$ cat config.mk
export PLATFORM = sky130hd
export DESIGN_NAME = sha256_stream_hasher
export DESIGN_NICKNAME = d
export VERILOG_FILES = /design/src/rtl/shs_pkg.sv /design/src/rtl/shs_front.sv /design/src/rtl/shs_fifo.sv /design/src/rtl/shs_core.sv /design/src/rtl/sha256_stream_hasher.sv
export SDC_FILE = /design/constraint.sdc
export NUM_CORES = 2
export LEC_CHECK = 0
export BUFFER_PORTS_ARGS = -buffer_cell sky130_fd_sc_hd__buf_2
export CORE_MARGIN = 4
export CORE_UTILIZATION = 60
export CTS_BUF_LIST = sky130_fd_sc_hd__clkbuf_16
export DETAILED_ROUTE_END_ITERATION = 6
export PLACE_DENSITY = 0.77
export SYNTH_ARGS = -nofsm -noshare
export SYNTH_HDL_FRONTEND = slang
export SYNTH_HIERARCHICAL = 1
export SYNTH_SLANG_ARGS = --single-unit
$ cat constraint.sdc
create_clock -name clk -period 40.8 [get_ports clk]
set_input_delay 8.16 -clock clk [delete_from_list [all_inputs] [get_ports clk]]
set_output_delay 8.16 -clock clk [all_outputs]
set_load 0.005 [all_outputs]
$ cat src/rtl/shs_pkg.sv
// Shared types, constants and round tables for the SHA-256 stream hasher.
package shs_pkg;

  localparam int unsigned QueueDepth = 16;

  localparam logic [7:0] PadByte = 8'h80;

  // Word handed from the front end to the compression core
  typedef struct packed {
    logic [31:0] word;
    logic        final_word;
  } shs_word_t;

  typedef enum logic {
    F_ABSORB,
    F_PAD
  } front_state_t;

  typedef enum logic [1:0] {
    C_LOAD,
    C_SCHED,
    C_ADD
  } core_state_t;

  // Initial hash value, word i
  function automatic logic [31:0] init_hash(input logic [2:0] i);
    logic [31:0] r;
    unique case (i)
      3'd0: r = 32'h6a09e667;
      3'd1: r = 32'hbb67ae85;
      3'd2: r = 32'h3c6ef372;
      3'd3: r = 32'ha54ff53a;
      3'd4: r = 32'h510e527f;
      3'd5: r = 32'h9b05688c;
      3'd6: r = 32'h1f83d9ab;
      3'd7: r = 32'h5be0cd19;
      default: r = 32'h0;
    endcase
    return r;
  endfunction

  // Round constant for round t
  function automatic logic [31:0] round_k(input logic [5:0] t);
    logic [31:0] r;
    unique case (t)
      6'd0:  r = 32'h428a2f98; 6'd1:  r = 32'h71374491;
      6'd2:  r = 32'hb5c0fbcf; 6'd3:  r = 32'he9b5dba5;
      6'd4:  r = 32'h3956c25b; 6'd5:  r = 32'h59f111f1;
      6'd6:  r = 32'h923f82a4; 6'd7:  r = 32'hab1c5ed5;
      6'd8:  r = 32'hd807aa98; 6'd9:  r = 32'h12835b01;
      6'd10: r = 32'h243185be; 6'd11: r = 32'h550c7dc3;
      6'd12: r = 32'h72be5d74; 6'd13: r = 32'h80deb1fe;
      6'd14: r = 32'h9bdc06a7; 6'd15: r = 32'hc19bf174;
      6'd16: r = 32'he49b69c1; 6'd17: r = 32'hefbe4786;
      6'd18: r = 32'h0fc19dc6; 6'd19: r = 32'h240ca1cc;
      6'd20: r = 32'h2de92c6f; 6'd21: r = 32'h4a7484aa;
      6'd22: r = 32'h5cb0a9dc; 6'd23: r = 32'h76f988da;
      6'd24: r = 32'h983e5152; 6'd25: r = 32'ha831c66d;
      6'd26: r = 32'hb00327c8; 6'd27: r = 32'hbf597fc7;
      6'd28: r = 32'hc6e00bf3; 6'd29: r = 32'hd5a79147;
      6'd30: r = 32'h06ca6351; 6'd31: r = 32'h14292967;
      6'd32: r = 32'h27b70a85; 6'd33: r = 32'h2e1b2138;
      6'd34: r = 32'h4d2c6dfc; 6'd35: r = 32'h53380d13;
      6'd36: r = 32'h650a7354; 6'd37: r = 32'h766a0abb;
      6'd38: r = 32'h81c2c92e; 6'd39: r = 32'h92722c85;
      6'd40: r = 32'ha2bfe8a1; 6'd41: r = 32'ha81a664b;
      6'd42: r = 32'hc24b8b70; 6'd43: r = 32'hc76c51a3;
      6'd44: r = 32'hd192e819; 6'd45: r = 32'hd6990624;
      6'd46: r = 32'hf40e3585; 6'd47: r = 32'h106aa070;
      6'd48: r = 32'h19a4c116; 6'd49: r = 32'h1e376c08;
      6'd50: r = 32'h2748774c; 6'd51: r = 32'h34b0bcb5;
      6'd52: r = 32'h391c0cb3; 6'd53: r = 32'h4ed8aa4a;
      6'd54: r = 32'h5b9cca4f; 6'd55: r = 32'h682e6ff3;
      6'd56: r = 32'h748f82ee; 6'd57: r = 32'h78a5636f;
      6'd58: r = 32'h84c87814; 6'd59: r = 32'h8cc70208;
      6'd60: r = 32'h90befffa; 6'd61: r = 32'ha4506ceb;
      6'd62: r = 32'hbef9a3f7; 6'd63: r = 32'hc67178f2;
      default: r = 32'h0;
    endcase
    return r;
  endfunction

endpackage

$ cat src/rtl/shs_front.sv
// Front end: packs message bytes into words and generates the padding words.
module shs_front
  import shs_pkg::*;
(
  input  logic             clk,
  input  logic             rst,
  input  logic             push,
  output logic             full,
  input  logic             kind,
  input  logic [7:0]       data_byte,
  output logic             q_push,
  output shs_word_t        q_entry,
  input  logic             q_full
);

  front_state_t state, state_next;
  logic [63:0]  bits;
  logic [63:0]  len;
  logic [31:0]  acc;
  logic [31:0]  pad_word;
  logic [3:0]   widx;
  logic         first;
  logic         extra;
  logic [1:0]   lane;
  logic         take;

  assign lane = bits[4:3];
  assign full = (state != F_ABSORB) || q_full;
  assign take = push && !full;

  // Partial word with the pad byte placed after the last message byte
  always_comb begin
    case (lane)
      2'd0:    pad_word = {PadByte, 24'h0};
      2'd1:    pad_word = {acc[31:24], PadByte, 16'h0};
      2'd2:    pad_word = {acc[31:16], PadByte, 8'h0};
      default: pad_word = {acc[31:8], PadByte};
    endcase
  end

  // Next state and word output
  always_comb begin
    state_next       = state;
    q_push           = 1'b0;
    q_entry.word     = {acc[31:8], data_byte};
    q_entry.final_word = 1'b0;
    unique case (state)
      F_ABSORB: begin
        q_push = take && !kind && (lane == 2'd3);
        if (take && kind) begin
          state_next = F_PAD;
        end
      end
      F_PAD: begin
        q_push = !q_full;
        if (first) begin
          q_entry.word = acc;
        end else if (widx == 4'd14 && !extra) begin
          q_entry.word = len[63:32];
        end else if (widx == 4'd15 && !extra) begin
          q_entry.word = len[31:0];
        end else begin
          q_entry.word = 32'h0;
        end
        q_entry.final_word = (widx == 4'd15) && !extra;
        if (!q_full && widx == 4'd15 && !extra) begin
          state_next = F_ABSORB;
        end
      end
      default: state_next = F_ABSORB;
    endcase
  end

  always_ff @(posedge clk) begin
    if (rst) begin
      state <= F_ABSORB;
    end else begin
      state <= state_next;
    end
  end

  // Byte count, word assembly and padding sequence
  always_ff @(posedge clk) begin
    if (rst) begin
      bits  <= 64'h0;
      first <= 1'b0;
      extra <= 1'b0;
      widx  <= 4'h0;
    end else if (state == F_ABSORB) begin
      if (take && !kind) begin
        acc[31 - 8 * lane -: 8] <= data_byte;
        bits <= bits + 64'd8;
      end else if (take) begin
        len   <= bits;
        acc   <= pad_word;
        widx  <= bits[8:5];
        first <= 1'b1;
        extra <= (bits[8:6] == 3'b111);
      end
    end else if (!q_full) begin
      first <= 1'b0;
      widx  <= widx + 4'd1;
      if (widx == 4'd15) begin
        extra <= 1'b0;
        if (!extra) begin
          bits <= 64'h0;
        end
      end
    end
  end

endmodule

$ cat src/rtl/shs_fifo.sv
// Word queue between the front end and the compression core.
module shs_fifo
  import shs_pkg::*;
#(
  parameter int unsigned DEPTH = QueueDepth
) (
  input  logic      clk,
  input  logic      rst,
  input  logic      wr_en,
  input  shs_word_t wr_data,
  output logic      q_full,
  input  logic      rd_en,
  output shs_word_t rd_data,
  output logic      q_empty
);

  localparam int unsigned AW = (DEPTH > 1) ? $clog2(DEPTH) : 1;
  localparam int unsigned CW = $clog2(DEPTH + 1);

  shs_word_t     slots [DEPTH];
  logic [AW-1:0] wptr;
  logic [AW-1:0] rptr;
  logic [CW-1:0] count;
  logic          do_wr;
  logic          do_rd;

  assign q_full  = (count == CW'(DEPTH));
  assign q_empty = (count == '0);
  assign do_wr   = wr_en && !q_full;
  assign do_rd   = rd_en && !q_empty;
  assign rd_data = slots[rptr];

  // Store a word
  always_ff @(posedge clk) begin
    if (do_wr) begin
      slots[wptr] <= wr_data;
    end
  end

  // Advance pointers and occupancy
  always_ff @(posedge clk) begin
    if (rst) begin
      wptr  <= '0;
      rptr  <= '0;
      count <= '0;
    end else begin
      if (do_wr) begin
        wptr <= (wptr == AW'(DEPTH - 1)) ? '0 : wptr + 1'b1;
      end
      if (do_rd) begin
        rptr <= (rptr == AW'(DEPTH - 1)) ? '0 : rptr + 1'b1;
      end
      count <= count + CW'(do_wr) - CW'(do_rd);
    end
  end

endmodule

$ cat src/rtl/shs_core.sv
// Compression core: one SHA-256 round per cycle while not waiting on an empty word queue, and the digest register.
module shs_core
  import shs_pkg::*;
(
  input  logic        clk,
  input  logic        rst,
  input  shs_word_t   q_data,
  input  logic        q_empty,
  output logic        q_pop,
  output logic        empty,
  input  logic        pop,
  output logic [63:0] digest_0,
  output logic [63:0] digest_1,
  output logic [63:0] digest_2,
  output logic [63:0] digest_3
);

  core_state_t state, state_next;
  logic [5:0]  rnd;
  logic [31:0] win   [16];
  logic [31:0] v     [8];
  logic [31:0] chain [8];
  logic [31:0] sum   [8];
  logic [31:0] dig   [8];
  logic        fin;
  logic        dvalid;
  logic        step;
  logic        commit;
  logic [31:0] sched;
  logic [31:0] wt;
  logic [31:0] t1;
  logic [31:0] t2;

  function automatic logic [31:0] ror(input logic [31:0] x, input int unsigned n);
    return (x >> n) | (x << (32 - n));
  endfunction

  // Message schedule and one round
  always_comb begin
    sched = win[0] + (ror(win[1], 7) ^ ror(win[1], 18) ^ (win[1] >> 3))
          + win[9] + (ror(win[14], 17) ^ ror(win[14], 19) ^ (win[14] >> 10));
    wt = (state == C_LOAD) ? q_data.word : sched;
    t1 = v[7] + (ror(v[4], 6) ^ ror(v[4], 11) ^ ror(v[4], 25))
       + ((v[4] & v[5]) ^ (~v[4] & v[6])) + round_k(rnd) + wt;
    t2 = (ror(v[0], 2) ^ ror(v[0], 13) ^ ror(v[0], 22))
       + ((v[0] & v[1]) ^ (v[0] & v[2]) ^ (v[1] & v[2]));
    for (int i = 0; i < 8; i++) begin
      sum[i] = chain[i] + v[i];
    end
  end

  assign empty = !dvalid;

  // Next state and step control
  always_comb begin
    state_next = state;
    step       = 1'b0;
    commit     = 1'b0;
    q_pop      = 1'b0;
    unique case (state)
      C_LOAD: begin
        q_pop = !q_empty;
        step  = !q_empty;
        if (step && rnd == 6'd15) begin
          state_next = C_SCHED;
        end
      end
      C_SCHED: begin
        step = 1'b1;
        if (rnd == 6'd63) begin
          state_next = C_ADD;
        end
      end
      C_ADD: begin
        commit = !(fin && dvalid && !pop);
        if (commit) begin
          state_next = C_LOAD;
        end
      end
      default: state_next = C_LOAD;
    endcase
  end

  always_ff @(posedge clk) begin
    if (rst) begin
      state <= C_LOAD;
    end else begin
      state <= state_next;
    end
  end

  // Schedule window, working variables and round counter
  always_ff @(posedge clk) begin
    if (rst) begin
      rnd <= 6'd0;
      fin <= 1'b0;
      for (int i = 0; i < 8; i++) begin
        v[i]     <= init_hash(3'(i));
        chain[i] <= init_hash(3'(i));
      end
    end else if (step) begin
      rnd <= rnd + 6'd1;
      if (state == C_LOAD && rnd == 6'd15) begin
        fin <= q_data.final_word;
      end
      for (int i = 0; i < 15; i++) begin
        win[i] <= win[i + 1];
      end
      win[15] <= wt;
      v[7] <= v[6];
      v[6] <= v[5];
      v[5] <= v[4];
      v[4] <= v[3] + t1;
      v[3] <= v[2];
      v[2] <= v[1];
      v[1] <= v[0];
      v[0] <= t1 + t2;
    end else if (commit) begin
      for (int i = 0; i < 8; i++) begin
        v[i]     <= fin ? init_hash(3'(i)) : sum[i];
        chain[i] <= fin ? init_hash(3'(i)) : sum[i];
      end
    end
  end

  // Hold the digest until it is taken
  always_ff @(posedge clk) begin
    if (rst) begin
      dvalid <= 1'b0;
    end else if (commit && fin) begin
      dvalid <= 1'b1;
    end else if (pop) begin
      dvalid <= 1'b0;
    end
  end

  always_ff @(posedge clk) begin
    if (commit && fin) begin
      for (int i = 0; i < 8; i++) begin
        dig[i] <= sum[i];
      end
    end
  end

  assign digest_0 = {dig[0], dig[1]};
  assign digest_1 = {dig[2], dig[3]};
  assign digest_2 = {dig[4], dig[5]};
  assign digest_3 = {dig[6], dig[7]};

  a_sched_rnd: assert property (@(posedge clk) disable iff (rst)
    state == C_SCHED |-> rnd >= 6'd16)
    else $error("schedule phase entered before all block words loaded");

  a_load_rnd: assert property (@(posedge clk) disable iff (rst)
    state == C_LOAD |-> rnd <= 6'd15)
    else $error("load phase past word fifteen");

  a_final_iv: assert property (@(posedge clk) disable iff (rst)
    commit && fin |=> chain[0] == init_hash(3'd0) && chain[7] == init_hash(3'd7))
    else $error("chain value not restored after digest");

  a_add_rnd: assert property (@(posedge clk) disable iff (rst)
    state == C_ADD |-> rnd == 6'd0)
    else $error("round counter not wrapped at block end");

endmodule

$ cat src/rtl/sha256_stream_hasher.sv
// Top level of the SHA-256 stream hasher.
//
//  Channel   Handshake            Fields
//  input     push / full          kind, data_byte
//  result    empty / pop          digest_0 .. digest_3
//
// A data byte is taken each cycle while the word queue has room and no padding is under way.
// For each 64-byte block, 16 rounds overlap word arrival, 48 more rounds run
// from the schedule window, then the C_ADD state adds the chain.
// A finish item holds full high while padding words are queued, and longer
// while the word queue is full; the digest appears after the last block's
// compression.
// rst is synchronous, clears all control state and loads the initial hash value into the chain.
// The core stalls when it waits for a word on an empty queue, or when a digest waits unread and another is ready.
module sha256_stream_hasher
  import shs_pkg::*;
#(
  parameter int unsigned QUEUE_DEPTH = QueueDepth
) (
  input  logic        clk,
  input  logic        rst,
  input  logic        push,
  output logic        full,
  input  logic        kind,
  input  logic [7:0]  data_byte,
  output logic        empty,
  input  logic        pop,
  output logic [63:0] digest_0,
  output logic [63:0] digest_1,
  output logic [63:0] digest_2,
  output logic [63:0] digest_3
);

  shs_word_t wr_data;
  shs_word_t rd_data;
  logic      wr_en;
  logic      q_full;
  logic      rd_en;
  logic      q_empty;

  shs_front u_front (
    .clk       (clk),
    .rst       (rst),
    .push      (push),
    .full      (full),
    .kind      (kind),
    .data_byte (data_byte),
    .q_push    (wr_en),
    .q_entry   (wr_data),
    .q_full    (q_full)
  );

  shs_fifo #(
    .DEPTH (QUEUE_DEPTH)
  ) u_fifo (
    .clk     (clk),
    .rst     (rst),
    .wr_en   (wr_en),
    .wr_data (wr_data),
    .q_full  (q_full),
    .rd_en   (rd_en),
    .rd_data (rd_data),
    .q_empty (q_empty)
  );

  shs_core u_core (
    .clk      (clk),
    .rst      (rst),
    .q_data   (rd_data),
    .q_empty  (q_empty),
    .q_pop    (rd_en),
    .empty    (empty),
    .pop      (pop),
    .digest_0 (digest_0),
    .digest_1 (digest_1),
    .digest_2 (digest_2),
    .digest_3 (digest_3)
  );

endmodule

==> impl_metrics.json <==
{
  "synthToLayoutAreaGrowth_pct": 10.5,
  "synth-seq-area-share_pct": 59.8,
  "first_pass_grt_wire_length_mm": 406,
  "postLayoutSetupSlackWorst_ns": 29.00,
  "post_synth_instance_area_sq_um": 99600,
  "floorplan.rows": 149,
  "postSynthRegisterBits": 2028,
  "min-delay-start": "u_core/win[0][207]",
  "setup_viols_final": 0,
  "floorplan.die.height_microns": 415,
  "grt_max_degree": 129,
  "crit_arrival_ns": 12.26,
  "synth_cells": 7395,
  "mean_area_per_synthesized_cell_sq_um": 13.5,
  "core_area_sq_um": 165000,
  "clock_tree_root_buffer_cell": "sky130_fd_sc_hd__clkbuf_16",
  "clkSlewWorstSetupHoldPaths_ns": 0.07,
  "drt-total-wl_mm": 275,
  "yosysTopAreaCellShare_pct": 57.3,
  "failed_checks": "DRC",
  "setup_crit_path_kind": "in -> reg",
  "antenna_found_initial": 8,
  "number_of_global_route_vias_before_repair": 62700,
  "synthesis.yosys.warnings": 6,
  "hold_path.class": "reg -> reg",
  "layout-drive-gt1-share_pct": 11.8,
  "fp.dieW_microns": 415,
  "wl_per_cell_microns": 27.4,
  "tritoncts": "built",
  "place.port_buffers": 270,
  "gr-total-overflow": 0,
  "max_freq_mhz": 84.7,
  "finalHoldWorstSlack_ns": 0.401,
  "timing.max_slew.rel_slack_pct": 18.1,
  "drt_first_iter_violations": 7840,
  "worst_ep_required_time_ns": 41.25,
  "synth_top_flop_cell": "sky130_fd_sc_hd__edfxtp_1",
  "gp_congestion": 0.971,
  "rsz0062_at_grt": "no",
  "inserted_clock_buffers": 198,
  "synth-edff-count": 1901,
  "worst_skew_pair.late_latency_ns": 0.87,
  "pre_cts_slack_ns": 28.19,
  "timing.rr.start": "u_core/win[0][54]",
  "viasPerCell": 6.39,
  "final_net_count": 8288,
  "area_leader_netlist": "sky130_fd_sc_hd__edfxtp_1",
  "status": "finished, violations left",
  "global_route.usage.total_pct": 31.5,
  "highest_count_cells_in_the_layout_ignoring_fill_and_taps": "1901 x sky130_fd_sc_hd__edfxtp_1, 474 x sky130_fd_sc_hd__xnor2_1, 454 x sky130_fd_sc_hd__a21oi_1",
  "num_io_pins": 271,
  "drv.max_cap_violation_count": 0,
  "final_common_cell": "sky130_fd_sc_hd__edfxtp_1",
  "residual_drc_count": 2,
  "finalCriticalPeriod_ns": 11.80,
  "die_area_sq_um": 173000,
  "period_share_pct": 28.9,
  "detail-route-antenna-nets": 0,
  "postSynth.asyncResetShare_pct": 0,
  "post_route_setup_tns_ns": 0,
  "clock_sinks": 2028,
  "cts_post_setup_buffers_inserted": 0,
  "yosys.cell_types.count": 101,
  "post_cts_hold_buffer_count": 0,
  "post_cts_resized": 0,
  "timing.critical_path.fanout_max": 91,
  "worstSetupStartpointType": "input port",
  "detailroute.via_count": 64100,
  "fin_worst_skew_ns": 0.0444,
  "fill_cells": 11400,
  "first_pass_iters": 7,
  "finalHoldViolCount": 0,
  "timing_worst_slew_pin_value_ns": 1.23,
  "critical_path_sink_type": "flip-flop",
  "final_max_slew_viol_count": 0,
  "htree_levels": 4,
  "detailed_place_hpwl_mm": 188,
  "cp-startpoint": "rst",
  "initial_core_util_pct": 60.4,
  "mappedNetlistNets": 8014,
  "ctsLongestPathBuffers": 3,
  "post_synth_main_area_contributors": "sky130_fd_sc_hd__edfxtp_1 57%, sky130_fd_sc_hd__ha_1 5.1%, sky130_fd_sc_hd__xnor2_1 4.2%"
}
-- cell usage after synthesis (189+ instances only) --
library cell / n
sky130_fd_sc_hd__o21ai_0: 260
sky130_fd_sc_hd__fa_1: 196
sky130_fd_sc_hd__ha_1: 410
sky130_fd_sc_hd__edfxtp_1: 1901
sky130_fd_sc_hd__a21oi_1: 454
sky130_fd_sc_hd__nor2_1: 356
sky130_fd_sc_hd__clkbuf_1: 271
sky130_fd_sc_hd__nand2b_1: 189
sky130_fd_sc_hd__xnor2_1: 474
sky130_fd_sc_hd__a21o_1: 208
sky130_fd_sc_hd__nand2_1: 357
sky130_fd_sc_hd__inv_1: 368
-- layout make-up --
| cell class | count | area [sq um] | share of cell area [%] |
|---|---|---|---|
| inverters | 377 | 1430 | 1.30 |
| diodes | 4 | 10.0 | 0.00909 |
| flip-flops and latches | 2028 | 59600 | 54.2 |
| clock buffers | 201 | 5030 | 4.57 |
| well taps | 2189 | 2740 | 2.49 |
| multi-input cells | 4674 | 37300 | 33.9 |
| repair buffers | 390 | 2260 | 2.06 |
| clock inverters | 168 | 1630 | 1.48 |
-- logic make-up after synthesis --
kind of cell | count (synthesis) | share of synthesized area (%)
AO/OA/AOI/OAI | 1701 | 11.1
XOR/XNOR | 622 | 5.50
adder cells (fa/ha/maj) | 635 | 9.38
buffers and inverters | 693 | 2.80
flip-flops | 2028 | 59.8
multiplexers | 176 | 3.56
AND/OR/NAND/NOR | 1540 | 7.78
-- critical path, stage by stage --
cell,delay (ns)
sky130_fd_sc_hd__buf_2,0.26
sky130_fd_sc_hd__nand2b_4,0.31
sky130_fd_sc_hd__inv_8,0.38
sky130_fd_sc_hd__buf_4,0.85
sky130_fd_sc_hd__buf_4,0.89
sky130_fd_sc_hd__buf_4,0.98
-- path summary, 6_finish.rpt --
| path | end | slack (ns) | cells after the start |
|---|---|---|---|
| max | u_core/win[0][207] | 29.00 | 6 |
| min reg2reg | u_core/win[0][175] | 0.40 | 0 |
| min | u_core/win[0][175] | 0.40 | 0 |
| max reg2reg | u_core/v[0][31] | 29.08 | 42 |
-- registers in the layout (all words and copies together) (netlist names), 2 cells and up, named ones only --
register	flops
u_front/bits	61
u_core/win	512
u_front/len	61
u_core/rnd	6
u_front/widx	4
u_front/acc	32
u_fifo/wptr	4
u_core/state	2
u_fifo/slots	528
u_core/chain	256
u_core/v	256
u_core/dig	256
u_fifo/count	5
u_fifo/rptr	4
-- layer usage --
layer  share of wire, %  track usage [%]  up-vias
li1                   -                -    28200
met1                 40             44.8    31900
met3                9.8             5.62      577
met5             0.0094                0        -
met2                 46             48.5     3473
met4                4.8             13.4        4
-- per-stage QoR --
step	std cells	utilization, %	area (sq um)
after floorplan	7395	-	99600
after global placement	9658	62.7	103000
after detailed placement	9658	62.7	103000
after CTS	10000	66.7	110000
after global routing	10000	66.7	110000
final	10000	66.7	110000
Power is not shown: default switching activity piles up to over one toggle a cycle in this logic, so the estimate is an artifact.
